[src/design/hete_pkg.sv]
// Shared types, codes and microcode table for the HTML escape / tab expander.
`timescale 1ns / 1ps
`default_nettype none
package hete_pkg;

  localparam int MAX_TAB_WIDTH_DEF = 32;
  localparam int RESULT_CAP        = 32;
  localparam int PHASE_W           = 5;
  localparam int TAB_W             = 6;
  localparam int UPC_W             = 6;
  localparam int NLC_W             = 16;

  // result kinds
  localparam logic [1:0] KIND_BYTE     = 2'd0;
  localparam logic [1:0] KIND_NBSP     = 2'd1;
  localparam logic [1:0] KIND_SELFTERM = 2'd2;

  // input modes
  localparam logic [1:0] MODE_PLAIN   = 2'd0;
  localparam logic [1:0] MODE_VISIBLE = 2'd1;
  localparam logic [1:0] MODE_PRE     = 2'd2;

  // register indexes
  localparam logic [1:0] REG_TAB_WIDTH  = 2'd0;
  localparam logic [1:0] REG_COPYRIGHT  = 2'd1;
  localparam logic [1:0] REG_REGISTERED = 2'd2;

  localparam logic [TAB_W-1:0] TAB_WIDTH_RST  = 6'd5;
  localparam logic [7:0]       COPYRIGHT_RST  = 8'd169;
  localparam logic [7:0]       REGISTERED_RST = 8'd174;

  // character codes
  localparam logic [7:0] CH_TAB  = 8'h09;
  localparam logic [7:0] CH_LF   = 8'h0A;
  localparam logic [7:0] CH_CR   = 8'h0D;
  localparam logic [7:0] CH_SP   = 8'h20;
  localparam logic [7:0] CH_QUOT = 8'h22;
  localparam logic [7:0] CH_AMP  = 8'h26;
  localparam logic [7:0] CH_LT   = 8'h3C;
  localparam logic [7:0] CH_GT   = 8'h3E;

  // microprogram entry points
  localparam logic [UPC_W-1:0] UA_LT   = 6'd0;
  localparam logic [UPC_W-1:0] UA_GT   = 6'd4;
  localparam logic [UPC_W-1:0] UA_AMP  = 6'd8;
  localparam logic [UPC_W-1:0] UA_QUOT = 6'd13;
  localparam logic [UPC_W-1:0] UA_REG  = 6'd19;
  localparam logic [UPC_W-1:0] UA_COPY = 6'd25;
  localparam logic [UPC_W-1:0] UA_CHR  = 6'd31;
  localparam logic [UPC_W-1:0] UA_NBSP = 6'd32;
  localparam logic [UPC_W-1:0] UA_TABN = 6'd33;
  localparam logic [UPC_W-1:0] UA_TABS = 6'd34;
  localparam logic [UPC_W-1:0] UA_BR   = 6'd35;

  typedef struct packed {
    logic [7:0] char_in;
    logic [1:0] mode;
  } in_beat_t;

  typedef struct packed {
    logic [7:0]       out_byte;
    logic [1:0]       kind;
    logic             last;
    logic [NLC_W-1:0] newlines_since_text;
  } out_beat_t;

  typedef struct packed {
    logic [PHASE_W-1:0] phase;
    logic               line_start;
    logic [NLC_W-1:0]   nl_count;
  } line_state_t;

  // decoder -> sequencer launch
  typedef struct packed {
    logic             go;
    logic [UPC_W-1:0] upc;
    logic [TAB_W-1:0] cnt;
    logic [7:0]       chr;
  } launch_t;

  typedef enum logic [2:0] {
    SRC_LIT      = 3'd0,
    SRC_CHR      = 3'd1,
    SRC_SP       = 3'd2,
    SRC_NBSP     = 3'd3,
    SRC_SELFTERM = 3'd4
  } src_t;

  typedef struct packed {
    src_t       src;
    logic [7:0] lit;
    logic       fin;  // last word of the program
    logic       rep;  // repeat until the count reaches one
  } ucode_t;

  function automatic ucode_t uc_word(input src_t s, input logic [7:0] l,
                                     input logic f, input logic r);
    ucode_t w;
    w.src = s;
    w.lit = l;
    w.fin = f;
    w.rep = r;
    return w;
  endfunction

  function automatic ucode_t uc_rom(input logic [UPC_W-1:0] a);
    ucode_t w;
    case (a)
      6'd0:  w = uc_word(SRC_LIT, "&", 1'b0, 1'b0);
      6'd1:  w = uc_word(SRC_LIT, "l", 1'b0, 1'b0);
      6'd2:  w = uc_word(SRC_LIT, "t", 1'b0, 1'b0);
      6'd3:  w = uc_word(SRC_LIT, ";", 1'b1, 1'b0);
      6'd4:  w = uc_word(SRC_LIT, "&", 1'b0, 1'b0);
      6'd5:  w = uc_word(SRC_LIT, "g", 1'b0, 1'b0);
      6'd6:  w = uc_word(SRC_LIT, "t", 1'b0, 1'b0);
      6'd7:  w = uc_word(SRC_LIT, ";", 1'b1, 1'b0);
      6'd8:  w = uc_word(SRC_LIT, "&", 1'b0, 1'b0);
      6'd9:  w = uc_word(SRC_LIT, "a", 1'b0, 1'b0);
      6'd10: w = uc_word(SRC_LIT, "m", 1'b0, 1'b0);
      6'd11: w = uc_word(SRC_LIT, "p", 1'b0, 1'b0);
      6'd12: w = uc_word(SRC_LIT, ";", 1'b1, 1'b0);
      6'd13: w = uc_word(SRC_LIT, "&", 1'b0, 1'b0);
      6'd14: w = uc_word(SRC_LIT, "q", 1'b0, 1'b0);
      6'd15: w = uc_word(SRC_LIT, "u", 1'b0, 1'b0);
      6'd16: w = uc_word(SRC_LIT, "o", 1'b0, 1'b0);
      6'd17: w = uc_word(SRC_LIT, "t", 1'b0, 1'b0);
      6'd18: w = uc_word(SRC_LIT, ";", 1'b1, 1'b0);
      6'd19: w = uc_word(SRC_LIT, "&", 1'b0, 1'b0);
      6'd20: w = uc_word(SRC_LIT, "#", 1'b0, 1'b0);
      6'd21: w = uc_word(SRC_LIT, "1", 1'b0, 1'b0);
      6'd22: w = uc_word(SRC_LIT, "7", 1'b0, 1'b0);
      6'd23: w = uc_word(SRC_LIT, "4", 1'b0, 1'b0);
      6'd24: w = uc_word(SRC_LIT, ";", 1'b1, 1'b0);
      6'd25: w = uc_word(SRC_LIT, "&", 1'b0, 1'b0);
      6'd26: w = uc_word(SRC_LIT, "#", 1'b0, 1'b0);
      6'd27: w = uc_word(SRC_LIT, "1", 1'b0, 1'b0);
      6'd28: w = uc_word(SRC_LIT, "6", 1'b0, 1'b0);
      6'd29: w = uc_word(SRC_LIT, "9", 1'b0, 1'b0);
      6'd30: w = uc_word(SRC_LIT, ";", 1'b1, 1'b0);
      6'd31: w = uc_word(SRC_CHR, 8'h00, 1'b1, 1'b0);
      6'd32: w = uc_word(SRC_NBSP, 8'h00, 1'b1, 1'b0);
      6'd33: w = uc_word(SRC_NBSP, 8'h00, 1'b1, 1'b1);
      6'd34: w = uc_word(SRC_SP, 8'h00, 1'b1, 1'b1);
      6'd35: w = uc_word(SRC_LIT, "<", 1'b0, 1'b0);
      6'd36: w = uc_word(SRC_LIT, "b", 1'b0, 1'b0);
      6'd37: w = uc_word(SRC_LIT, "r", 1'b0, 1'b0);
      6'd38: w = uc_word(SRC_SELFTERM, 8'h00, 1'b0, 1'b0);
      6'd39: w = uc_word(SRC_LIT, CH_LF, 1'b1, 1'b0);
      default: w = uc_word(SRC_LIT, 8'h00, 1'b1, 1'b0);
    endcase
    return w;
  endfunction

endpackage
`default_nettype wire

[src/design/hete_decode.sv]
// Entry-point decoder: picks the microprogram and the next line state for one character.
`timescale 1ns / 1ps
`default_nettype none
module hete_decode
  import hete_pkg::*;
(
  input  in_beat_t         beat,
  input  line_state_t      cur,
  input  logic [TAB_W-1:0] eff_tab,
  input  logic [7:0]       copyright_code,
  input  logic [7:0]       registered_code,
  output launch_t          launch,
  output line_state_t      nxt
);

  logic [7:0]         c;
  logic               ws;
  logic [TAB_W-1:0]   ph_inc;
  logic [PHASE_W-1:0] adv_phase;
  logic [TAB_W-1:0]   ntab;
  logic [NLC_W-1:0]   nl_inc;
  logic               is_ent;

  assign c         = beat.char_in;
  assign ws        = (c == CH_SP) || ((c >= CH_TAB) && (c <= CH_CR));
  assign ph_inc    = {1'b0, cur.phase} + TAB_W'(1);
  assign adv_phase = (ph_inc == eff_tab) ? '0 : ph_inc[PHASE_W-1:0];
  assign ntab      = eff_tab - {1'b0, cur.phase};
  assign nl_inc    = (cur.nl_count == '1) ? cur.nl_count : cur.nl_count + NLC_W'(1);
  assign is_ent    = (c == CH_LT) || (c == CH_GT) || (c == CH_AMP) || (c == CH_QUOT) ||
                     (c == registered_code) || (c == copyright_code);

  always_comb begin
    launch.go  = 1'b1;
    launch.upc = UA_CHR;
    launch.cnt = ntab;
    launch.chr = c;
    nxt        = cur;
    if (is_ent) begin
      if (c == CH_LT) begin
        launch.upc = UA_LT;
      end else if (c == CH_GT) begin
        launch.upc = UA_GT;
      end else if (c == CH_AMP) begin
        launch.upc = UA_AMP;
      end else if (c == CH_QUOT) begin
        launch.upc = UA_QUOT;
      end else if (c == registered_code) begin
        launch.upc = UA_REG;
      end else begin
        launch.upc = UA_COPY;
      end
    end else begin
      case (beat.mode)
        MODE_VISIBLE: begin
          if (c == CH_SP) begin
            launch.upc     = UA_NBSP;
            nxt.phase      = adv_phase;
            nxt.line_start = 1'b0;
          end else if (c == CH_TAB) begin
            launch.upc     = UA_TABN;
            nxt.phase      = '0;
            nxt.line_start = 1'b0;
          end else if (c == CH_LF) begin
            launch.upc     = UA_BR;
            nxt.phase      = '0;
            nxt.line_start = 1'b1;
            nxt.nl_count   = nl_inc;
          end else begin
            nxt.phase      = adv_phase;
            nxt.line_start = 1'b0;
          end
        end
        MODE_PRE: begin
          if (c == CH_TAB) begin
            launch.upc     = UA_TABS;
            nxt.phase      = '0;
            nxt.line_start = 1'b0;
          end else if (c == CH_LF) begin
            nxt.phase      = '0;
            nxt.line_start = 1'b1;
            nxt.nl_count   = nl_inc;
          end else begin
            nxt.phase      = adv_phase;
            nxt.line_start = 1'b0;
          end
        end
        default: begin
          // plain text: drop whitespace at line start
          if (!cur.line_start || !ws) begin
            nxt.phase      = adv_phase;
            nxt.line_start = 1'b0;
          end else begin
            launch.go = 1'b0;
          end
        end
      endcase
      if (!ws) begin
        nxt.nl_count = '0;
      end
    end
  end

endmodule
`default_nettype wire

[src/design/hete_useq.sv]
// Microcode sequencer: steps the control ROM and registers one result beat per cycle while res_ready does not stall it.
`timescale 1ns / 1ps
`default_nettype none
module hete_useq
  import hete_pkg::*;
(
  input  logic             clk,
  input  logic             rst_n,
  input  launch_t          launch,
  input  logic [NLC_W-1:0] nl_count,
  output logic             idle,
  output logic             res_valid,
  input  logic             res_ready,
  output out_beat_t        res
);

  logic             busy_r, busy_nxt;
  logic [UPC_W-1:0] upc_r, upc_nxt;
  logic [TAB_W-1:0] cnt_r, cnt_nxt;
  logic [7:0]       chr_r, chr_nxt;
  logic             vld_r, vld_nxt;
  out_beat_t        res_r, res_nxt;
  ucode_t           uw;
  logic             step;
  logic             hold;

  assign uw    = uc_rom(upc_r);
  assign step  = busy_r && (!vld_r || res_ready);
  assign hold  = uw.rep && (cnt_r != TAB_W'(1));
  assign idle  = !busy_r;
  assign res_valid = vld_r;
  assign res       = res_r;

  always_comb begin
    busy_nxt = busy_r;
    upc_nxt  = upc_r;
    cnt_nxt  = cnt_r;
    chr_nxt  = chr_r;
    vld_nxt  = vld_r && !res_ready;
    res_nxt  = res_r;
    if (step) begin
      vld_nxt = 1'b1;
      res_nxt.newlines_since_text = nl_count;
      res_nxt.last = uw.fin && !hold;
      case (uw.src)
        SRC_LIT: begin
          res_nxt.out_byte = uw.lit;
          res_nxt.kind     = KIND_BYTE;
        end
        SRC_CHR: begin
          res_nxt.out_byte = chr_r;
          res_nxt.kind     = KIND_BYTE;
        end
        SRC_SP: begin
          res_nxt.out_byte = CH_SP;
          res_nxt.kind     = KIND_BYTE;
        end
        SRC_NBSP: begin
          res_nxt.out_byte = 8'h00;
          res_nxt.kind     = KIND_NBSP;
        end
        default: begin
          res_nxt.out_byte = 8'h00;
          res_nxt.kind     = KIND_SELFTERM;
        end
      endcase
      if (hold) begin
        cnt_nxt = cnt_r - TAB_W'(1);
      end else if (uw.fin) begin
        busy_nxt = 1'b0;
      end else begin
        upc_nxt = upc_r + UPC_W'(1);
      end
    end
    if (launch.go) begin
      busy_nxt = 1'b1;
      upc_nxt  = launch.upc;
      cnt_nxt  = launch.cnt;
      chr_nxt  = launch.chr;
    end
  end

  always_ff @(posedge clk) begin
    if (!rst_n) begin
      busy_r <= 1'b0;
      vld_r  <= 1'b0;
    end else begin
      busy_r <= busy_nxt;
      vld_r  <= vld_nxt;
    end
    upc_r <= upc_nxt;
    cnt_r <= cnt_nxt;
    chr_r <= chr_nxt;
    res_r <= res_nxt;
  end

endmodule
`default_nettype wire

[src/design/html_escape_tab_expander.sv]
// Top level of the HTML entity escaper with tab expansion.
// An accepted item is latched into the sequencer; each result beat is then registered.
// The sequencer accepts no new item until it has issued every result beat of the current
// one (entities 4 to 6 beats, tabs up to 32); a dropped item yields no result beats.
// Reset: synchronous, active low; tab width 5, codes 169/174, column 0, line start set.
`timescale 1ns / 1ps
`default_nettype none
module html_escape_tab_expander
  import hete_pkg::*;
#(
  parameter int MAX_TAB_WIDTH = MAX_TAB_WIDTH_DEF
) (
  input  logic        clk,
  input  logic        rst_n,
  input  logic        in_valid,
  output logic        in_ready,
  input  in_beat_t    in_data,
  output logic        out_valid,
  input  logic        out_ready,
  output out_beat_t   out_data,
  input  logic        psel,
  input  logic        penable,
  input  logic        pwrite,
  input  logic [3:0]  paddr,
  input  logic [31:0] pwdata,
  output logic [31:0] prdata,
  output logic        pready
);

  // Tab stops never exceed the result cap, whatever the parameter says.
  localparam int TAB_CAP = (MAX_TAB_WIDTH > RESULT_CAP) ? RESULT_CAP : MAX_TAB_WIDTH;

  logic [TAB_W-1:0] tab_width_r;
  logic [7:0]       copyright_r;
  logic [7:0]       registered_r;
  line_state_t      line_r, line_nxt;
  line_state_t      dec_state;
  launch_t          dec_launch;
  launch_t          launch;
  logic [TAB_W-1:0] eff_tab;
  logic             in_fire;
  logic             cfg_wr;
  logic [1:0]       reg_idx;
  logic             seq_idle;

  assign pready  = 1'b1;
  assign cfg_wr  = psel && penable && pwrite && pready;
  assign reg_idx = paddr[3:2];
  assign in_ready = seq_idle;
  assign in_fire  = in_valid && in_ready;

  // Clamp the written tab width into 1..TAB_CAP.
  assign eff_tab = (tab_width_r == '0) ? TAB_W'(1) :
                   (tab_width_r > TAB_W'(TAB_CAP)) ? TAB_W'(TAB_CAP) : tab_width_r;

  // Read back the raw register values.
  always_comb begin
    unique case (reg_idx)
      REG_TAB_WIDTH:  prdata = {26'd0, tab_width_r};
      REG_COPYRIGHT:  prdata = {24'd0, copyright_r};
      REG_REGISTERED: prdata = {24'd0, registered_r};
      default:        prdata = '0;
    endcase
  end

  // Decode the incoming character against the current line state.
  hete_decode u_decode (
    .beat            (in_data),
    .cur             (line_r),
    .eff_tab         (eff_tab),
    .copyright_code  (copyright_r),
    .registered_code (registered_r),
    .launch          (dec_launch),
    .nxt             (dec_state)
  );

  // Launch the microprogram only on an accepted beat that yields results.
  always_comb begin
    launch    = dec_launch;
    launch.go = dec_launch.go && in_fire;
  end

  // Advance the line state at accept; a tab width write restarts the column.
  always_comb begin
    line_nxt = line_r;
    if (cfg_wr && (reg_idx == REG_TAB_WIDTH)) begin
      line_nxt.phase      = '0;
      line_nxt.line_start = 1'b1;
    end else if (in_fire) begin
      line_nxt = dec_state;
    end
  end

  always_ff @(posedge clk) begin
    if (!rst_n) begin
      tab_width_r         <= TAB_WIDTH_RST;
      copyright_r         <= COPYRIGHT_RST;
      registered_r        <= REGISTERED_RST;
      line_r.phase        <= '0;
      line_r.line_start   <= 1'b1;
      line_r.nl_count     <= '0;
    end else begin
      line_r <= line_nxt;
      if (cfg_wr) begin
        case (reg_idx)
          REG_TAB_WIDTH:  tab_width_r  <= pwdata[TAB_W-1:0];
          REG_COPYRIGHT:  copyright_r  <= pwdata[7:0];
          REG_REGISTERED: registered_r <= pwdata[7:0];
          default: ;
        endcase
      end
    end
  end

  // Sequencer holds the newline count of the line state, already updated at accept.
  hete_useq u_useq (
    .clk       (clk),
    .rst_n     (rst_n),
    .launch    (launch),
    .nl_count  (line_r.nl_count),
    .idle      (seq_idle),
    .res_valid (out_valid),
    .res_ready (out_ready),
    .res       (out_data)
  );

`ifndef SYNTHESIS
  // Column phase stays below the effective tab width.
  a_phase_bound: assert property (@(posedge clk) disable iff (!rst_n)
    {1'b0, line_r.phase} < eff_tab)
    else $error("column phase out of range");

  // Newline count only steps up by one or clears.
  a_nl_step: assert property (@(posedge clk) disable iff (!rst_n)
    ($past(rst_n) && (line_r.nl_count != $past(line_r.nl_count))) |->
      ((line_r.nl_count == '0) || (line_r.nl_count == $past(line_r.nl_count) + NLC_W'(1))))
    else $error("newline count jumped");

  // Token beats carry a zero byte.
  a_token_zero: assert property (@(posedge clk) disable iff (!rst_n)
    (out_valid && (out_data.kind != KIND_BYTE)) |-> (out_data.out_byte == 8'h00))
    else $error("token beat with nonzero byte");
`endif

endmodule
`default_nettype wire
[config.mk]
export PLATFORM = sky130hd
export DESIGN_NAME = html_escape_tab_expander
export DESIGN_NICKNAME = d
export VERILOG_FILES = /design/src/design/hete_pkg.sv /design/src/design/hete_decode.sv /design/src/design/hete_useq.sv /design/src/design/html_escape_tab_expander.sv
export SDC_FILE = /design/constraint.sdc
export NUM_CORES = 1
export LEC_CHECK = 0
export BUFFER_PORTS_ARGS = -buffer_cell sky130_fd_sc_hd__buf_2
export CAP_MARGIN = 20
export CORE_MARGIN = 4
export CORE_UTILIZATION = 45
export DETAILED_ROUTE_END_ITERATION = 8
export PLACE_DENSITY = 0.7
export SLEW_MARGIN = 15
export SYNTH_ARGS = -nofsm -noshare
export SYNTH_HDL_FRONTEND = slang
export SYNTH_SLANG_ARGS = --single-unit
export TNS_END_PERCENT = 10
[constraint.sdc]
create_clock -name clk -period 7.6 [get_ports clk]
set_input_delay 1.14 -clock clk [delete_from_list [all_inputs] [get_ports clk]]
set_output_delay 1.14 -clock clk [all_outputs]
set_load 0.01 [all_outputs]
After elaboration in Yosys (flattened, before gate mapping)
Memories as Yosys holds them, arrays and structs flattened. A register that Yosys moved wholly into a read port is not among the register bits.
Cells that the tools add are included.
Widths: inputs -> output; s select.

cells by class
  $lt $le $gt $ge = 3
  equal/unequal tests = 23
  bitwise operators = 3
  reduce and logical (&&, ||, !) cells = 41
  add/sub/neg operators = 5
  muxes and demuxes = 43

operators by type and width
  operator               number
  $mux 6                 23
  $mux 16                5
  $eq 8x6->1 const B     5
  $pmux 10 s4            1
  $pmux 16 s2            1
  $pmux 6 s2             2
  $pmux 8 s3             1
  $add 16x1->16 const B  1
  $eq 16x16->1 const B   1
  $eq 8x4->1 const B     2
  $eq 8x8->1             2
  $logic_and 1x1->1      10
  $reduce_and 3->1       3
  $ge 8x4->1 const B     1
  $le 8x4->1 const B     1
  $logic_or 1x1->1       8
  $mux 1                 8
  $reduce_and 2->1       4
  $add 5x1->6 const B    1
  $add 6x1->6 const B    1
  $eq 3x2->1 const B     2
  $eq 6x6->1             1
  $gt 6x6->1 const B     1
  $logic_not 1->1        6
  18 further kinds       27

storage, ports and cells
  word-level logic and storage cells = 134
  output and inout port bits = 62
  ROM bits = 768
  memories = 1
  input port bits = 53
  flip-flop bits (word level) = 93

memory list
  name              words  bits a word  rd ports  clocked after memory_dff  write ports  line             source
  (name not given)  64     12           1         1                         0            hete_pkg.sv:108  case (a)

Longest topological paths before layout
  depth after elaboration = 12
  mapped depth = 15
  gate-level depth less buffers = 14

Cells and area by module
Synthesis repeated with hierarchy kept, for this count alone.

unflattened totals
  cell total of the unflattened synthesis = 862
  area total of the unflattened synthesis = 7,442.1 µm²

modules (own cells, without submodules)
  module                    instances  cells each  area each (µm²)
  hete_useq                 1          265         3,035.4
  html_escape_tab_expander  1          301         2,471.1
  hete_decode               1          296         1,935.6

Least setup slack after synthesis
No wires, ideal clock.

  path kind = input -> register
  start = in in_data[2] (netlist bit)
  end = reg, netlist name u_useq.uw[3]
  slack = 3.287 ns
  arrival time = 4.193 ns
  setup time = 0.120 ns
  data required time = 7.480 ns
  stages = 13
  path through = buf_6 -> or4b_4 -> nor3_4 -> o211ai_2 -> o31ai_4 -> inv_4 -> buf_2 -> o32ai_4 -> inv_1 -> ha_1 -> o21ai_0 -> a21oi_1 -> a211o_1

between the ends
  cells in the longest elaborated chain, start to end = 12

ends and longest elaborated chain
  element                                                                  line                            source
  start, declared                                                          html_escape_tab_expander.sv:17  input in_beat_t in_data,
  $ge 8x4->1 / $le 8x4->1 (equally long branches)                          hete_decode.sv:25               assign ws = (c == CH_SP) || ((c >= CH_TAB) && (c <= CH_CR));
  $logic_and 1x1->1                                                        hete_decode.sv:25
  $logic_or 1x1->1                                                         hete_decode.sv:25
  $logic_not 1->1                                                          hete_decode.sv:90               if (!cur.line_start || !ws) begin
  $logic_or 1x1->1                                                         hete_decode.sv:90
  $mux 1                                                                   hete_decode.sv:90
  $mux 1                                                                   hete_decode.sv:54               case (beat.mode)
  $mux 1                                                                   hete_decode.sv:39               if (is_ent) begin
  $logic_and 1x1->1                                                        html_escape_tab_expander.sv:80  launch.go = dec_launch.go && in_fire;
  $ne 2x2->1 (no source line) / $reduce_bool 2->1 (equally long branches)  n/a
  $reduce_and 3->1 (no source line)                                        n/a
  $mux 6 (no source line) (*)                                              n/a

Mark *: on every way between the ends. The rest lies on a longest branch, timed or not.
A chain may end at the register's enable or synchronous reset.

Worst setup path after layout
  start = in in_data[2] (netlist bit)
  end = reg, netlist name u_useq.uw[2]

between the ends
  cells in the longest elaborated chain, start to end = 12

ends and longest elaborated chain
  element                                                                  line
  $ge 8x4->1 / $le 8x4->1 (equally long branches)                          hete_decode.sv:25
  $logic_and 1x1->1                                                        hete_decode.sv:25
  $logic_or 1x1->1                                                         hete_decode.sv:25
  $logic_not 1->1                                                          hete_decode.sv:90
  $logic_or 1x1->1                                                         hete_decode.sv:90
  $mux 1                                                                   hete_decode.sv:90
  $mux 1                                                                   hete_decode.sv:54
  $mux 1                                                                   hete_decode.sv:39
  $logic_and 1x1->1                                                        html_escape_tab_expander.sv:80
  $ne 2x2->1 (no source line) / $reduce_bool 2->1 (equally long branches)  n/a
  $reduce_and 3->1 (no source line)                                        n/a
  $mux 6 (no source line) (*)                                              n/a

Marked as above.

==> impl_metrics.env <==
export IMPL_status="finished clean"
export IMPL_synth_most_common_cell="nand2_1"
export IMPL_ys_warn_count=0
export IMPL_avgSynthCellArea_um2=9.347
export IMPL_synth_edff_count=47
export IMPL_r2r_end="u_useq.uw[2]"
export IMPL_wl_um=13300
export IMPL_rr_worst_depth=12
export IMPL_dieWidth_um=124.3
export IMPL_grtUsageMet3_pct=4.117
export IMPL_postCtsSetupBuffers=0
export IMPL_synth_top_cell_by_area="edfxtp_1"
export IMPL_grt_pass1_vias=4413
export IMPL_use_met2_pct=27.16
export IMPL_clock_path_buffers=2
export IMPL_yosysTopAreaCellShare_pct=23.20
export IMPL_slew_violations=0
export IMPL_required_ns=7.82
export IMPL_final_nets=775
export IMPL_cellLeakagePower_nw=2.539
export IMPL_core_area_mm2=0.01324
export IMPL_cts_tree="built"
export IMPL_io_pins=115
export IMPL_hold_path_class="reg2reg"
export IMPL_post_route_drc_count=0
export IMPL_worst_slew_pin_slew_ns=0.9924
export IMPL_clock_skew_ns=0.008181
export IMPL_cap_violations=0
export IMPL_die_h_um=124.3
export IMPL_synthSimpleGateAreaFrac_pct=19.78
export IMPL_rsz0062_at_grt="false"
export IMPL_synth_area_leaders="edfxtp_1 (23%), dfxtp_1 (19%), xnor2_1 (4.9%)"
export IMPL_cp_endpoint="u_useq.uw[2]"
export IMPL_timing_final_crit_share_pct=60.37
export IMPL_gp_congestion=0.8869
export IMPL_max_freq_mhz=217.9
export IMPL_drt_vias_per_instance=5.348
export IMPL_vias=4717
export IMPL_synthXorXnorAreaFrac_pct=7.197
export IMPL_synth_compound_area_share_pct=15.16
export IMPL_max_slew_margin_pct=33.77
export IMPL_cts_htree_levels=3
export IMPL_synth_top_family_by_area="simple AND/OR/NAND/NOR gates"
export IMPL_grt_use_total_pct=17.22
export IMPL_peakVddDrop_mv=0.1382
export IMPL_areaGrowthSynthToFinish_pct=10.32
export IMPL_syn_inst=651
export IMPL_dr_pass1_iters=5
export IMPL_clock_sinks=105
export IMPL_crit_fanout=31
export IMPL_crit_arrival_ns=4.81
export IMPL_start_util_pct=45.95
export IMPL_synthTopCellsByCount="nand2_1 (74), dfxtp_1 (58), nor2_1 (54)"
export IMPL_ys_flop_type="dfxtp_1"
export IMPL_clockRootBuffer="clkbuf_16"
export IMPL_dieArea_mm2=0.01545
export IMPL_place_area_mm2=0.006437
export IMPL_portBuffers=63
export IMPL_setup_violations=0
export IMPL_cts_resized=0
export IMPL_rows=42
export IMPL_critPathLaunch="in_data[2]"
export IMPL_critPathCaptureType="flip-flop"
export IMPL_place_hpwl_um=10090
export IMPL_post_route_min_period_ns=4.588
export IMPL_seq_area_frac_synth_pct=42.28
export IMPL_synth_adder_area_share_pct=4.442
export IMPL_p_total_mw=1.501
export IMPL_synth_area_mux_share_pct=4.462
export IMPL_cts_made_buffers=9
export IMPL_r2r_start="u_useq.cnt_r[1]"
export IMPL_grt_busiest_layer="met2"
export IMPL_fin_setup_tns_ns=0
export IMPL_routedWlPerCell_um=15.08
export IMPL_postCtsHoldBufs=0
export IMPL_drive_above_1_share_pct=15.01
export IMPL_ant_nets=0
export IMPL_p_per_area_mw_per_mm2=223.6
export IMPL_antenna_found_initial=0
export IMPL_critPathLaunchType="input port"
export IMPL_postLayoutCellArea_mm2=0.006713
export IMPL_netlist_area_mm2=0.006085
export IMPL_ys_seq_elements=105
export IMPL_ff_latch_area_mm2=0.002572
export IMPL_clk_latency_ns=0.35
export IMPL_overflow=0
export IMPL_yosys_cell_types_count=74
export IMPL_multi_input_area_mm2=0.003207
export IMPL_drt_initial_drc_count=278
export IMPL_grt_max_degree=32
export IMPL_ff2ff_setup_slack_ns=3.58
export IMPL_grt_pass1_wl_um=21960
export IMPL_finalHoldViolCount=0
export IMPL_antenna_cells=0
export IMPL_async_flop_share_pct=0
export IMPL_fillers=1251
export IMPL_path_clk_slew_ns=0.07
export IMPL_path_class="in2reg"
export IMPL_use_met1_pct=23.20
critical path, cell delays in order:
cell	delay (ns)
buf_2	0.18
or4b_4	0.61
nor3_4	0.31
o211ai_2	0.18
o31ai_4	0.54
inv_4	0.26
o32ai_4	0.36
inv_1	0.20
ha_1	0.49
nand2_1	0.09
o311ai_0	0.32
a31oi_1	0.12
layer usage:
layer  share of wire, %  vias to the layer above
met5                  0                        -
met4                1.8                        0
met3                5.5                       16
met2                 46                      137
met1                 46                     2196
li1                   -                     2368
worst min-delay path by stage:
| stage | slack, ns | to | cells after the start | from |
|---|---|---|---|---|
| floorplan | 0.43 | u_useq.res[5] | 0 | line_r[5] |
| global placement | 0.46 | u_useq.res[5] | 0 | line_r[5] |
| detailed placement | 0.47 | u_useq.res[5] | 0 | line_r[5] |
| CTS | 0.48 | u_useq.res[5] | 0 | line_r[5] |
| global route | 0.51 | u_useq.res[8] | 0 | line_r[8] |
| finish | 0.49 | u_useq.res[5] | 0 | line_r[5] |
sequential cells by signal, summed over array words and instances, names as in the netlist, 6 cells and up:
register / flops
u_useq.chr_r: 8
u_useq.res: 27
u_useq.upc_r: 6
line_r: 22
u_useq.uw: 12
tab_width_r: 6
registered_r: 8
copyright_r: 8
u_useq.cnt_r: 6
final cells by class:
class | count | area share, %
clock buffers | 9 | 3.355
flip-flops and latches | 105 | 38.32
repair buffers | 67 | 5.144
well taps | 176 | 3.281
inverters | 24 | 1.379
multi-input cells | 494 | 47.77
clock inverters | 7 | 0.7456
cells in the final DEF (no fill, tap or decap), drive strengths merged, types with 4 or more instances in the layout:
cell	netlist	final
inv	24	27
xor2	16	16
clkinv	0	4
mux2i	26	26
o211ai	6	6
o21bai	4	4
buf	34	67
nor4	8	8
a21oi	32	32
dfxtp	58	58
o31ai	6	6
or3	8	8
clkbuf	17	9
ha	20	20
nand2b	4	4
a21o	4	4
nor3b	4	4
or2	7	7
nand2	75	75
nor2b	15	15
o21ai	30	30
nor2	54	54
nand3	29	29
xnor2	34	34
edfxtp	47	47
a21boi	9	9
nor3	15	15
o22ai	6	6
conb	2	25
nand4	8	8
through the flow:
stage / utilization (%) / hold slack [ns] / cells / setup slack [ns]
floorplan: - / 0.4320 / 674 / 3.287
global placement: 48.61 / 0.4581 / 866 / 2.684
detailed placement: 48.61 / 0.4689 / 866 / 2.669
CTS: 50.69 / 0.4842 / 882 / 3.021
global route: 50.69 / 0.5075 / 882 / 2.769
finish: 50.69 / 0.4884 / 882 / 3.012
power breakdown:
part | switching, mW | internal (mW) | total [mW]
Clock | 0.207 | 0.224 | 0.432
Combinational | 0.237 | 0.141 | 0.378
Sequential | 0.0324 | 0.659 | 0.692
logic make-up (layout without fill, tap and decap cells):
family          count (synthesis)  in the layout
mux                            27             27
xor+xnor                       50             50
fa+ha+maj                      21             21
compound gates                128            128
other cells                     2             25
simple gates                  243            243
buf+inv                        75            107
flops                         105            105
No activity file was read; power rests on OpenSTA's default activity.
